### config.mk
export PLATFORM = sky130hd
export DESIGN_NAME = name_token_lru_cache_unit
export DESIGN_NICKNAME = d
export VERILOG_FILES = /design/src/rtl/core/ntlc_pkg.sv /design/src/rtl/core/ntlc_front.sv /design/src/rtl/core/ntlc_queue.sv /design/src/rtl/core/ntlc_back.sv /design/src/rtl/core/name_token_lru_cache_unit.sv
export VERILOG_INCLUDE_DIRS = /design/src /design/src/rtl/core
export SDC_FILE = /design/constraint.sdc
export NUM_CORES = 2
export LEC_CHECK = 0
export BUFFER_PORTS_ARGS = -buffer_cell sky130_fd_sc_hd__buf_4
export CAP_MARGIN = 0
export CELL_PAD_IN_SITES_DETAIL_PLACEMENT = 1
export CELL_PAD_IN_SITES_GLOBAL_PLACEMENT = 1
export CORE_ASPECT_RATIO = 0.75
export CORE_MARGIN = 8
export CORE_UTILIZATION = 50
export DETAILED_ROUTE_END_ITERATION = 16
export HOLD_SLACK_MARGIN = 0.08
export PLACE_DENSITY = 0.86
export SLEW_MARGIN = 10
export SYNTH_ARGS = -nofsm -noshare
export SYNTH_HDL_FRONTEND = slang
export SYNTH_HIERARCHICAL = 1
export SYNTH_SLANG_ARGS = --single-unit
### constraint.sdc
create_clock -name clk -period 19.1 [get_ports clk]
set_input_delay 0.955 -clock clk [delete_from_list [all_inputs] [get_ports clk]]
set_output_delay 0.955 -clock clk [all_outputs]
set_load 0.005 [all_outputs]
### src/rtl/core/assert_macros.svh
// Assertion macros shared by the RTL of the name token cache.
// No dependencies; included by files that carry concurrent assertions.
`ifndef ASSERT_MACROS_SVH
`define ASSERT_MACROS_SVH

// Same-cycle implication under an active-low reset.
`define NTLC_ASSERT_IMPL(label, ck, rn, ante, cons) \
    label: assert property (@(posedge ck) disable iff (!rn) (ante) |-> (cons)) \
        else $error("ntlc: assertion failed");

// Next-cycle implication under an active-low reset.
`define NTLC_ASSERT_NEXT(label, ck, rn, ante, cons) \
    label: assert property (@(posedge ck) disable iff (!rn) (ante) |=> (cons)) \
        else $error("ntlc: assertion failed");

`endif

### src/rtl/core/ntlc_pkg.sv
// Package of the name token cache: sizes, operation codes and word types.
// No dependencies; imported by every module of the block.
`timescale 1ns / 1ps

package ntlc_pkg;

    localparam int ENTRIES     = 8;
    localparam int IDX_W       = $clog2(ENTRIES);
    localparam int CNT_W       = $clog2(ENTRIES + 1);
    localparam int ROW_BITS    = 16;
    localparam int GEN_BITS    = 32;
    localparam int HASH_W      = 64;
    localparam int FUNC_W      = 3;
    localparam int SLOT_W      = 3;
    localparam int STAMP_W     = 16;
    localparam int QUEUE_DEPTH = 2;
    localparam int QPTR_W      = $clog2(QUEUE_DEPTH);
    localparam int QCNT_W      = $clog2(QUEUE_DEPTH + 1);

    localparam logic [FUNC_W-1:0] FUNC_LOOKUP = 3'd0;
    localparam logic [FUNC_W-1:0] FUNC_BUMP   = 3'd1;
    localparam logic [FUNC_W-1:0] FUNC_EVICT  = 3'd2;
    localparam logic [FUNC_W-1:0] FUNC_RECORD = 3'd3;
    localparam logic [FUNC_W-1:0] FUNC_CLEAR  = 3'd4;

    typedef enum logic [2:0] {
        OP_LOOKUP,
        OP_BUMP,
        OP_EVICT,
        OP_RECORD,
        OP_CLEAR,
        OP_NOP
    } op_t;

    typedef struct packed {
        logic [2:0]  func;
        logic [63:0] key_hash;
        logic [15:0] row_number;
        logic [31:0] generation;
        logic [2:0]  slot;
    } in_word_t;

    typedef struct packed {
        logic        hit;
        logic [2:0]  hit_slot;
        logic [15:0] hit_row;
        logic [31:0] hit_generation;
        logic [3:0]  used_count;
    } out_word_t;

    typedef struct packed {
        op_t                 op;
        logic                slot_ok;
        logic [IDX_W-1:0]    idx;
        logic [HASH_W-1:0]   hash;
        logic [ROW_BITS-1:0] row;
        logic [GEN_BITS-1:0] gen;
    } cmd_t;

    typedef struct packed {
        logic             busy;
        logic [CNT_W-1:0] count;
    } back_status_t;

endpackage

### src/rtl/core/ntlc_front.sv
// Front end of the name token cache: takes input words and decodes them into commands.
// Depends on ntlc_pkg.
`timescale 1ns / 1ps

module ntlc_front
    import ntlc_pkg::*;
(
    input  logic     in_valid,
    output logic     in_ready,
    input  in_word_t in_word,
    input  logic     q_full,
    output logic     push,
    output cmd_t     push_cmd
);

    op_t op;

    always_comb
    begin
        case (in_word.func)
            FUNC_LOOKUP: op = OP_LOOKUP;
            FUNC_BUMP:   op = OP_BUMP;
            FUNC_EVICT:  op = OP_EVICT;
            FUNC_RECORD: op = OP_RECORD;
            FUNC_CLEAR:  op = OP_CLEAR;
            default:     op = OP_NOP;
        endcase
    end

    assign in_ready         = !q_full;
    assign push             = in_valid && !q_full;
    assign push_cmd.op      = op;
    assign push_cmd.slot_ok = {1'b0, in_word.slot} < (SLOT_W + 1)'(ENTRIES);
    assign push_cmd.idx     = IDX_W'(in_word.slot);
    assign push_cmd.hash    = in_word.key_hash;
    assign push_cmd.row     = ROW_BITS'(in_word.row_number);
    assign push_cmd.gen     = GEN_BITS'(in_word.generation);

endmodule

### src/rtl/core/ntlc_queue.sv
// Two-entry command queue between the front end and the back end.
// Depends on ntlc_pkg.
`timescale 1ns / 1ps

module ntlc_queue
    import ntlc_pkg::*;
(
    input  logic clk,
    input  logic rst_n,
    input  logic push,
    input  cmd_t push_cmd,
    output logic full,
    output logic q_valid,
    output cmd_t q_cmd,
    input  logic pop
);

    cmd_t              slots_reg [QUEUE_DEPTH];
    logic [QPTR_W-1:0] wr_ptr_reg;
    logic [QPTR_W-1:0] wr_ptr_next;
    logic [QPTR_W-1:0] rd_ptr_reg;
    logic [QPTR_W-1:0] rd_ptr_next;
    logic [QCNT_W-1:0] cnt_reg;
    logic [QCNT_W-1:0] cnt_next;

    function automatic logic [QPTR_W-1:0] wrap_inc(input logic [QPTR_W-1:0] p);
        return (p == QPTR_W'(QUEUE_DEPTH - 1)) ? '0 : p + 1'b1;
    endfunction

    assign full    = cnt_reg == QCNT_W'(QUEUE_DEPTH);
    assign q_valid = cnt_reg != '0;
    assign q_cmd   = slots_reg[rd_ptr_reg];

    always_comb
    begin
        wr_ptr_next = push ? wrap_inc(wr_ptr_reg) : wr_ptr_reg;
        rd_ptr_next = pop ? wrap_inc(rd_ptr_reg) : rd_ptr_reg;
        cnt_next    = cnt_reg;
        if (push && !pop)
        begin
            cnt_next = cnt_reg + 1'b1;
        end
        else if (pop && !push)
        begin
            cnt_next = cnt_reg - 1'b1;
        end
    end

    always_ff @(posedge clk or negedge rst_n)
    begin
        if (!rst_n)
        begin
            wr_ptr_reg <= '0;
            rd_ptr_reg <= '0;
            cnt_reg    <= '0;
        end
        else
        begin
            wr_ptr_reg <= wr_ptr_next;
            rd_ptr_reg <= rd_ptr_next;
            cnt_reg    <= cnt_next;
        end
    end

    always_ff @(posedge clk)
    begin
        if (push)
        begin
            slots_reg[wr_ptr_reg] <= push_cmd;
        end
    end

endmodule

### src/rtl/core/ntlc_back.sv
// Back end of the name token cache: entry store, scan sequencer and output register.
// Depends on ntlc_pkg.
`timescale 1ns / 1ps

module ntlc_back
    import ntlc_pkg::*;
(
    input  logic         clk,
    input  logic         rst_n,
    input  logic         q_valid,
    input  cmd_t         q_cmd,
    output logic         q_pop,
    output logic         out_valid,
    input  logic         out_ready,
    output out_word_t    out_word,
    output back_status_t status
);

    typedef enum logic [1:0] {
        S_IDLE,
        S_SCAN,
        S_APPLY,
        S_DONE
    } state_t;

    logic [HASH_W-1:0]   hash_mem  [ENTRIES];
    logic [ROW_BITS-1:0] row_mem   [ENTRIES];
    logic [GEN_BITS-1:0] gen_mem   [ENTRIES];
    logic [STAMP_W-1:0]  stamp_mem [ENTRIES];

    state_t              state_reg,       state_next;
    cmd_t                cmd_reg,         cmd_next;
    logic [IDX_W-1:0]    idx_reg,         idx_next;
    logic [ENTRIES-1:0]  valid_reg,       valid_next;
    logic [CNT_W-1:0]    count_reg,       count_next;
    logic [STAMP_W-1:0]  age_clock_reg,   age_clock_next;
    logic                match_found_reg, match_found_next;
    logic [IDX_W-1:0]    match_idx_reg,   match_idx_next;
    logic                empty_found_reg, empty_found_next;
    logic [IDX_W-1:0]    empty_idx_reg,   empty_idx_next;
    logic [STAMP_W-1:0]  best_age_reg,    best_age_next;
    logic [IDX_W-1:0]    best_idx_reg,    best_idx_next;
    logic                res_hit_reg,     res_hit_next;
    logic [IDX_W-1:0]    res_slot_reg,    res_slot_next;
    logic [ROW_BITS-1:0] res_row_reg,     res_row_next;
    logic [GEN_BITS-1:0] res_gen_reg,     res_gen_next;
    logic                out_valid_reg,   out_valid_next;
    out_word_t           out_word_reg,    out_word_next;

    logic [HASH_W-1:0]   rd_hash_reg;
    logic [ROW_BITS-1:0] rd_row_reg;
    logic [GEN_BITS-1:0] rd_gen_reg;
    logic [STAMP_W-1:0]  rd_stamp_reg;

    logic                rd_valid;
    logic [STAMP_W-1:0]  age;
    logic [STAMP_W-1:0]  age_inc;
    logic                last;
    logic [IDX_W-1:0]    tgt;
    logic                wr_stamp;
    logic                wr_hash;
    logic                wr_tok;
    logic [IDX_W-1:0]    wr_idx;

    assign rd_valid = valid_reg[idx_reg];
    assign age      = age_clock_reg - rd_stamp_reg;
    assign age_inc  = age_clock_reg + 1'b1;
    assign last     = idx_reg == IDX_W'(ENTRIES - 1);
    assign tgt      = match_found_reg ? match_idx_reg :
                      (empty_found_reg ? empty_idx_reg : best_idx_reg);

    always_comb
    begin
        state_next       = state_reg;
        cmd_next         = cmd_reg;
        idx_next         = idx_reg;
        valid_next       = valid_reg;
        count_next       = count_reg;
        age_clock_next   = age_clock_reg;
        match_found_next = match_found_reg;
        match_idx_next   = match_idx_reg;
        empty_found_next = empty_found_reg;
        empty_idx_next   = empty_idx_reg;
        best_age_next    = best_age_reg;
        best_idx_next    = best_idx_reg;
        res_hit_next     = res_hit_reg;
        res_slot_next    = res_slot_reg;
        res_row_next     = res_row_reg;
        res_gen_next     = res_gen_reg;
        out_valid_next   = out_valid_reg && !out_ready;
        out_word_next    = out_word_reg;
        q_pop            = 1'b0;
        wr_stamp         = 1'b0;
        wr_hash          = 1'b0;
        wr_tok           = 1'b0;
        wr_idx           = cmd_reg.idx;

        case (state_reg)
            S_IDLE:
            begin
                if (q_valid)
                begin
                    q_pop            = 1'b1;
                    cmd_next         = q_cmd;
                    idx_next         = (q_cmd.op == OP_LOOKUP) ? q_cmd.idx : '0;
                    match_found_next = 1'b0;
                    empty_found_next = 1'b0;
                    best_age_next    = '0;
                    best_idx_next    = '0;
                    res_hit_next     = 1'b0;
                    res_slot_next    = '0;
                    res_row_next     = '0;
                    res_gen_next     = '0;
                    case (q_cmd.op)
                        OP_LOOKUP: state_next = q_cmd.slot_ok ? S_SCAN : S_DONE;
                        OP_RECORD: state_next = S_SCAN;
                        default:   state_next = S_APPLY;
                    endcase
                end
            end
            S_SCAN:
            begin
                if (cmd_reg.op == OP_LOOKUP)
                begin
                    if (rd_valid && rd_hash_reg == cmd_reg.hash)
                    begin
                        res_hit_next  = 1'b1;
                        res_slot_next = idx_reg;
                        res_row_next  = rd_row_reg;
                        res_gen_next  = rd_gen_reg;
                        state_next    = S_DONE;
                    end
                    else if (last)
                    begin
                        state_next = S_DONE;
                    end
                    else
                    begin
                        idx_next = idx_reg + 1'b1;
                    end
                end
                else
                begin
                    if (!match_found_reg && rd_valid && rd_row_reg == cmd_reg.row &&
                        rd_gen_reg == cmd_reg.gen)
                    begin
                        match_found_next = 1'b1;
                        match_idx_next   = idx_reg;
                    end
                    if (!empty_found_reg && !rd_valid)
                    begin
                        empty_found_next = 1'b1;
                        empty_idx_next   = idx_reg;
                    end
                    if (idx_reg == '0 || age > best_age_reg)
                    begin
                        best_age_next = age;
                        best_idx_next = idx_reg;
                    end
                    if (last)
                    begin
                        state_next = S_APPLY;
                    end
                    else
                    begin
                        idx_next = idx_reg + 1'b1;
                    end
                end
            end
            S_APPLY:
            begin
                state_next = S_DONE;
                case (cmd_reg.op)
                    OP_BUMP:
                    begin
                        if (cmd_reg.slot_ok && valid_reg[cmd_reg.idx])
                        begin
                            age_clock_next = age_inc;
                            wr_stamp       = 1'b1;
                        end
                    end
                    OP_EVICT:
                    begin
                        if (cmd_reg.slot_ok && valid_reg[cmd_reg.idx])
                        begin
                            valid_next[cmd_reg.idx] = 1'b0;
                            if (count_reg != '0)
                            begin
                                count_next = count_reg - 1'b1;
                            end
                        end
                    end
                    OP_CLEAR:
                    begin
                        valid_next     = '0;
                        count_next     = '0;
                        age_clock_next = STAMP_W'(1);
                    end
                    OP_RECORD:
                    begin
                        wr_idx         = tgt;
                        age_clock_next = age_inc;
                        wr_stamp       = 1'b1;
                        wr_hash        = 1'b1;
                        res_slot_next  = tgt;
                        res_row_next   = cmd_reg.row;
                        res_gen_next   = cmd_reg.gen;
                        if (!match_found_reg)
                        begin
                            wr_tok           = 1'b1;
                            valid_next[tgt]  = 1'b1;
                            if (empty_found_reg)
                            begin
                                count_next = count_reg + 1'b1;
                            end
                        end
                    end
                    default:
                    begin
                    end
                endcase
            end
            S_DONE:
            begin
                if (!out_valid_reg || out_ready)
                begin
                    out_valid_next               = 1'b1;
                    out_word_next.hit            = res_hit_reg;
                    out_word_next.hit_slot       = 3'(res_slot_reg);
                    out_word_next.hit_row        = 16'(res_row_reg);
                    out_word_next.hit_generation = 32'(res_gen_reg);
                    out_word_next.used_count     = 4'(count_reg);
                    state_next                   = S_IDLE;
                end
            end
            default:
            begin
                state_next = S_IDLE;
            end
        endcase
    end

    always_ff @(posedge clk or negedge rst_n)
    begin
        if (!rst_n)
        begin
            state_reg       <= S_IDLE;
            cmd_reg         <= '0;
            idx_reg         <= '0;
            valid_reg       <= '0;
            count_reg       <= '0;
            age_clock_reg   <= STAMP_W'(1);
            match_found_reg <= 1'b0;
            match_idx_reg   <= '0;
            empty_found_reg <= 1'b0;
            empty_idx_reg   <= '0;
            best_age_reg    <= '0;
            best_idx_reg    <= '0;
            res_hit_reg     <= 1'b0;
            res_slot_reg    <= '0;
            res_row_reg     <= '0;
            res_gen_reg     <= '0;
            out_valid_reg   <= 1'b0;
            out_word_reg    <= '0;
        end
        else
        begin
            state_reg       <= state_next;
            cmd_reg         <= cmd_next;
            idx_reg         <= idx_next;
            valid_reg       <= valid_next;
            count_reg       <= count_next;
            age_clock_reg   <= age_clock_next;
            match_found_reg <= match_found_next;
            match_idx_reg   <= match_idx_next;
            empty_found_reg <= empty_found_next;
            empty_idx_reg   <= empty_idx_next;
            best_age_reg    <= best_age_next;
            best_idx_reg    <= best_idx_next;
            res_hit_reg     <= res_hit_next;
            res_slot_reg    <= res_slot_next;
            res_row_reg     <= res_row_next;
            res_gen_reg     <= res_gen_next;
            out_valid_reg   <= out_valid_next;
            out_word_reg    <= out_word_next;
        end
    end

    // The entry at the next scan index is read into the read registers, so they hold the entry at the current index.
    always_ff @(posedge clk)
    begin
        rd_hash_reg  <= hash_mem[idx_next];
        rd_row_reg   <= row_mem[idx_next];
        rd_gen_reg   <= gen_mem[idx_next];
        rd_stamp_reg <= stamp_mem[idx_next];
        if (wr_stamp)
        begin
            stamp_mem[wr_idx] <= age_inc;
        end
        if (wr_hash)
        begin
            hash_mem[wr_idx] <= cmd_reg.hash;
        end
        if (wr_tok)
        begin
            row_mem[wr_idx] <= cmd_reg.row;
            gen_mem[wr_idx] <= cmd_reg.gen;
        end
    end

    assign out_valid    = out_valid_reg;
    assign out_word     = out_word_reg;
    assign status.busy  = state_reg != S_IDLE;
    assign status.count = count_reg;

endmodule

### src/rtl/core/name_token_lru_cache_unit.sv
// Top level of the name token cache: front decoder, command queue and back end.
// Depends on ntlc_pkg, ntlc_front, ntlc_queue, ntlc_back and assert_macros.svh.
//
//   Channel   Handshake                Word
//   input     in_valid / in_ready      in_word  (in_word_t)
//   output    out_valid / out_ready    out_word (out_word_t)
//
// The back end scans one entry per cycle: a lookup from its slot index up to a hit or the
// last entry, a record over every entry; record, bump, evict, clear and unused codes pass the apply state.
// Reset clears the valid bits and the count and sets the age clock to one at once; no clearing pass.
// A two-word queue keeps taking input, until it is full, while the back end works or the output stalls.
`timescale 1ns / 1ps
`include "assert_macros.svh"

module name_token_lru_cache_unit
    import ntlc_pkg::*;
(
    input  logic      clk,
    input  logic      rst_n,
    input  logic      in_valid,
    output logic      in_ready,
    input  in_word_t  in_word,
    output logic      out_valid,
    input  logic      out_ready,
    output out_word_t out_word
);

    logic         push;
    cmd_t         push_cmd;
    logic         q_full;
    logic         q_valid;
    cmd_t         q_cmd;
    logic         q_pop;
    back_status_t back_status;

    ntlc_front u_front (
        .in_valid (in_valid),
        .in_ready (in_ready),
        .in_word  (in_word),
        .q_full   (q_full),
        .push     (push),
        .push_cmd (push_cmd)
    );

    ntlc_queue u_queue (
        .clk      (clk),
        .rst_n    (rst_n),
        .push     (push),
        .push_cmd (push_cmd),
        .full     (q_full),
        .q_valid  (q_valid),
        .q_cmd    (q_cmd),
        .pop      (q_pop)
    );

    ntlc_back u_back (
        .clk       (clk),
        .rst_n     (rst_n),
        .q_valid   (q_valid),
        .q_cmd     (q_cmd),
        .q_pop     (q_pop),
        .out_valid (out_valid),
        .out_ready (out_ready),
        .out_word  (out_word),
        .status    (back_status)
    );

    `NTLC_ASSERT_IMPL(a_count_range, clk, rst_n, 1'b1, back_status.count <= CNT_W'(ENTRIES))
    `NTLC_ASSERT_IMPL(a_hit_has_entry, clk, rst_n, out_valid && out_word.hit, out_word.used_count != 4'd0)
    `NTLC_ASSERT_NEXT(a_pop_starts_work, clk, rst_n, q_pop, back_status.busy)

endmodule

==> impl_results.html <==
<table>
<tr><th>Metric</th><th>Value</th></tr>
<tr><th colspan="2">Clock network</th></tr>
<tr><td>Clock Latency Late Sink</td><td>0.80 ns</td></tr>
<tr><td>Root Buffer</td><td>sky130_fd_sc_hd__clkbuf_16</td></tr>
<tr><td>Clock Sink Count</td><td>1682</td></tr>
<tr><td>Post-CTS Hold Buffers</td><td>0</td></tr>
<tr><td>CTS tree</td><td>done</td></tr>
<tr><td>Clock Path Buffers</td><td>3</td></tr>
<tr><td>Number of levels the H-tree was split into</td><td>4</td></tr>
<tr><td>Buffers inserted by post-CTS timing repair</td><td>0</td></tr>
<tr><td>Post-CTS sizing</td><td>0</td></tr>
<tr><td>Number of buffers created by CTS</td><td>162</td></tr>
<tr><td>Clock transition at the registers of the reported paths</td><td>0.06 ns</td></tr>
<tr><th colspan="2">Worst setup path</th></tr>
<tr><td>Critical-path top delay cell</td><td>sky130_fd_sc_hd__buf_4</td></tr>
<tr><td>Startpoint kind of the worst setup timing path</td><td>flip-flop</td></tr>
<tr><td>Endpoint arrival time on the critical path</td><td>7.80 ns</td></tr>
<tr><td>Critical register-to-register path endpoint</td><td>u_back/rd_stamp_reg[8]</td></tr>
<tr><td>CP required</td><td>19.77 ns</td></tr>
<tr><td>Start of the worst register-to-register path</td><td>u_back/state_reg[1]</td></tr>
<tr><td>Path depth of the worst reg2reg path</td><td>13</td></tr>
<tr><td>Worst path most repeated cell</td><td>sky130_fd_sc_hd__buf_4</td></tr>
<tr><td>Critical Path, Cell by Cell</td><td>inv_1, ha_2, buf_4, inv_1, a21boi_0, a31oi_1, nand3_4, buf_4, buf_4, buf_4, mux2i_1, mux2i_1, mux2_2</td></tr>
<tr><td>Slowest Stage Delay on Critical Path</td><td>0.93 ns</td></tr>
<tr><td>Highest net fanout along the worst path</td><td>59</td></tr>
<tr><td>R2r setup slk</td><td>11.97 ns</td></tr>
<tr><td>Crit path capture type</td><td>flip-flop</td></tr>
<tr><td>WS Path Type</td><td>flip-flop to flip-flop</td></tr>
<tr><th colspan="2">Placed design</th></tr>
<tr><td>I/O Buffers</td><td>179</td></tr>
<tr><td>DP HPWL</td><td>103000 um</td></tr>
<tr><td>GP Congestion</td><td>0.832</td></tr>
<tr><td>Placed instance area</td><td>70100 sq um</td></tr>
<tr><th colspan="2">Detailed routing</th></tr>
<tr><td>Routed wire per std cell</td><td>30.6 um</td></tr>
<tr><td>Highest routing layer actually used</td><td>met5</td></tr>
<tr><td>Total wire length after detailed routing</td><td>194000 um</td></tr>
<tr><td>Count of routing violations after the opening detailed-route iteration</td><td>4030</td></tr>
<tr><td>Post-route met1 wirelength</td><td>75700 um</td></tr>
<tr><td>Final routed DRC violation total</td><td>0</td></tr>
<tr><td>Antenna viol nets, final</td><td>0</td></tr>
<tr><td>Amount of wire on met2 after detailed routing</td><td>95200 um</td></tr>
<tr><td>Via count</td><td>38800</td></tr>
<tr><td>Vias per std cell</td><td>6.11</td></tr>
<tr><td>Pre-antenna DRT Iters</td><td>8</td></tr>
<tr><td>Routed met3 length</td><td>15100 um</td></tr>
<tr><th colspan="2">Timing</th></tr>
<tr><td>Portion of the clock cycle consumed by the worst path in the final layout</td><td>0.374</td></tr>
<tr><td>Fmax achieved</td><td>0.140 GHz</td></tr>
<tr><td>Setup clock skew after layout</td><td>0.0383 ns</td></tr>
<tr><td>Setup TNS after final layout</td><td>0 ns</td></tr>
<tr><td>Final hold violations</td><td>0</td></tr>
<tr><td>Number of setup violations in the final report</td><td>0</td></tr>
<tr><td>Worst slew slack as a fraction of its limit</td><td>0.168</td></tr>
<tr><td>Max-slew violations</td><td>0</td></tr>
<tr><td>Least-Margin Pin Slew</td><td>1.25 ns</td></tr>
<tr><td>Setup repair after global routing missed its margin</td><td>no</td></tr>
<tr><td>Min cycle time layout</td><td>7.13 ns</td></tr>
<tr><th colspan="2">Global routing</th></tr>
<tr><td>Pin count of the biggest net entering global routing</td><td>126</td></tr>
<tr><td>First-pass GRT wire length</td><td>286000 um</td></tr>
<tr><td>Combined global-route utilization of all metal layers</td><td>0.255</td></tr>
<tr><td>Number of global-route vias before repair</td><td>42200</td></tr>
<tr><td>Overflow left after global routing</td><td>0</td></tr>
<tr><td>Number of antenna violations at the first check in global routing</td><td>14</td></tr>
<tr><th colspan="2">Finish</th></tr>
<tr><td>Total number of nets in the final design</td><td>4579</td></tr>
<tr><td>Fraction of layout instances using a drive strength above 1</td><td>0.183</td></tr>
<tr><td>Number of flip-flops under the largest register name</td><td>512</td></tr>
<tr><td>Finished layout cell area</td><td>75400 sq um</td></tr>
<tr><td>Layout-stage area growth over the synthesis result</td><td>11.0%</td></tr>
<tr><th colspan="2">Die</th></tr>
<tr><td>Area inside the core boundary</td><td>135000 sq um</td></tr>
<tr><td>X dimension of the die</td><td>442 um</td></tr>
<tr><td>Die span in y</td><td>335 um</td></tr>
<tr><td>Cell Rows</td><td>117</td></tr>
<tr><td>Total Die Area</td><td>148000 sq um</td></tr>
<tr><td>Top-level I/O count</td><td>180</td></tr>
<tr><td>Effective utilization at floorplan</td><td>0.502</td></tr>
<tr><th colspan="2">Synthesis</th></tr>
<tr><td>Main area contributors after synthesis</td><td>sky130_fd_sc_hd__edfxtp_1 (56%), sky130_fd_sc_hd__mux2i_1 (11%), sky130_fd_sc_hd__dfrtp_1 (11%)</td></tr>
<tr><td>Share of Yosys cell area claimed by the top area cell type</td><td>0.558</td></tr>
<tr><td>Fraction of synthesis flops using an asynchronous set or reset pin</td><td>0.174</td></tr>
<tr><td>Most common cell in the synthesized netlist</td><td>sky130_fd_sc_hd__edfxtp_1</td></tr>
<tr><td>Number of synthesized flops with an enable pin</td><td>1262</td></tr>
<tr><td>Net count of the mapped netlist</td><td>4485</td></tr>
<tr><td>Number of unique standard cell types used by synthesis</td><td>62</td></tr>
<tr><td>Number of synthesized register bits</td><td>1682</td></tr>
<tr><td>Mean instance size in the synthesized netlist</td><td>15.7 sq um</td></tr>
<tr><td>Synthesis Warnings</td><td>6</td></tr>
<tr><td>Post-Synthesis Cell Area</td><td>67900 sq um</td></tr>
<tr><td>Proportion of synthesized chip area in sequential cells</td><td>0.703</td></tr>
<tr><td>Top flip-flop cell by instance count after synthesis</td><td>sky130_fd_sc_hd__edfxtp_1</td></tr>
<tr><td>Commonest cells in the synthesized netlist</td><td>sky130_fd_sc_hd__edfxtp_1 (1262), sky130_fd_sc_hd__mux2i_1 (774), sky130_fd_sc_hd__nand2_1 (521)</td></tr>
<tr><td>Post-synthesis instance total</td><td>4320</td></tr>
<tr><td>Leading area contributor after synthesis</td><td>sky130_fd_sc_hd__edfxtp_1</td></tr>
<tr><th colspan="2">Flow run</th></tr>
<tr><td>Number of max-cap violations</td><td>0</td></tr>
<tr><th colspan="2">Pwr</th></tr>
<tr><td>VDD IR max</td><td>0.201 mV</td></tr>
<tr><td>Switch share</td><td>0.369</td></tr>
<tr><td>Post-layout power</td><td>13300 uW</td></tr>
<tr><td>Combinational share of power</td><td>0.346</td></tr>
<tr><td>Static leakage power</td><td>0.0280 uW</td></tr>
<tr><td>Power spent charging and discharging nets</td><td>4920 uW</td></tr>
<tr><td>PD cells</td><td>177 nW/um^2</td></tr>
<tr><td>Clock network power share</td><td>0.243</td></tr>
<tr><td>Sequential cell fraction of total power</td><td>0.411</td></tr>
<tr><td>Internal cell power</td><td>8420 uW</td></tr>
<tr><th colspan="2">Worst hold path</th></tr>
<tr><td>Worst min-delay path category</td><td>input port to asynchronous set/reset pin</td></tr>
<tr><th colspan="2">Status</th></tr>
<tr><td>Run status</td><td>finished, final reports clean</td></tr>
</table>
## power groups by stage
stage	Clock, uW	Combinational (uW)	Sequential [uW]
2_1_floorplan	0	3250	5220
3_3_place_gp	0	4060	5400
3_5_place_dp	0	4300	5490
4_1_cts	3280	4540	5460
5_1_grt	3390	4800	5540
6_report	3250	4610	5480
## per-stage QoR
| step | setup WS [ns] | hold WS, ns | utilization | std cells |
|---|---|---|---|---|
| after floorplan | 12.02 | 0.439 | - | 4320 |
| after global placement | 12.63 | 0.462 | 0.518 | 6035 |
| after detailed placement | 12.32 | 0.477 | 0.518 | 6035 |
| after CTS | 12.18 | 0.300 | 0.558 | 6340 |
| after global routing | 11.77 | 0.319 | 0.558 | 6342 |
| final | 11.97 | 0.316 | 0.558 | 6349 |
## worst max-delay path by stage
stage                              startpoint  cells after the start                 endpoint
after floorplan                      in_valid                      2  u_queue/slots_reg[0][0]
after global placement    u_back/state_reg[1]                     13   u_back/rd_stamp_reg[7]
after detailed placement  u_back/state_reg[1]                     13   u_back/rd_stamp_reg[4]
after CTS                 u_back/state_reg[1]                     13    u_back/rd_hash_reg[9]
after global routing      u_back/state_reg[1]                     13    u_back/rd_hash_reg[9]
final                     u_back/state_reg[1]                     13   u_back/rd_stamp_reg[8]
## critical path, delay by kind of cell (launching register included)
kind | cells | cell delay, ns
buffers and inverters | 6 | 4.31
DFF | 1 | 0.43
adders and majority gates | 1 | 0.17
muxes | 3 | 0.78
AOI/OAI and AO/OA | 2 | 0.49
and+or+nand+nor | 1 | 0.64
## cells in the final DEF (no fill, tap or decap), types with 10 or more instances in the layout
cell,instances
sky130_fd_sc_hd__a21oi_1,19
sky130_fd_sc_hd__a22o_1,45
sky130_fd_sc_hd__buf_4,241
sky130_fd_sc_hd__bufinv_16,11
sky130_fd_sc_hd__clkbuf_1,51
sky130_fd_sc_hd__clkbuf_16,165
sky130_fd_sc_hd__clkbuf_8,21
sky130_fd_sc_hd__clkinv_1,18
sky130_fd_sc_hd__clkinv_2,25
sky130_fd_sc_hd__dfrtp_1,290
sky130_fd_sc_hd__dfxtp_1,128
sky130_fd_sc_hd__edfxtp_1,1262
sky130_fd_sc_hd__ha_1,38
sky130_fd_sc_hd__inv_1,72
sky130_fd_sc_hd__mux2_2,307
sky130_fd_sc_hd__mux2i_1,774
sky130_fd_sc_hd__nand2_1,519
sky130_fd_sc_hd__nand2b_1,20
sky130_fd_sc_hd__nand3_1,22
sky130_fd_sc_hd__nand4_1,18
sky130_fd_sc_hd__nor2_1,38
sky130_fd_sc_hd__nor2_4,16
sky130_fd_sc_hd__nor2b_1,16
sky130_fd_sc_hd__nor3_1,12
sky130_fd_sc_hd__nor4_1,26
sky130_fd_sc_hd__o21ai_0,81
sky130_fd_sc_hd__o21ai_1,53
sky130_fd_sc_hd__o31ai_1,10
sky130_fd_sc_hd__xnor2_1,42
sky130_fd_sc_hd__xor2_1,86
## routing by layer
metal | global-route usage | vias to the layer above
met5 | 0 | -
met1 | 0.328 | 20200
met4 | 0.0989 | 12
met3 | 0.0510 | 538
li1 | - | 16000
met2 | 0.429 | 2028
## cell families after synthesis
| logic type | after synthesis | synth area share |
|---|---|---|
| flip-flops | 1682 | 0.703 |
| AND/OR/NAND/NOR | 727 | 0.0454 |
| AO/OA/AOI/OAI | 266 | 0.0250 |
| adder cells (fa/ha/maj) | 43 | 0.00814 |
| buffers and inverters | 387 | 0.0353 |
| multiplexers | 1086 | 0.167 |
| other | 1 | 0.0000552 |
| XOR/XNOR | 128 | 0.0165 |
## layout make-up
type	count	area, sq um
Antenna cell	9	22.5
Clock buffer	237	4610
Clock inverter	68	687
Fill cell	12400	59800
Inverter	73	279
Multi-Input combinational cell	2251	18000
Sequential cell	1682	47800
Tap cell	1785	2230
Timing Repair Buffer	244	1860
Power figures use the tool's default switching activity.
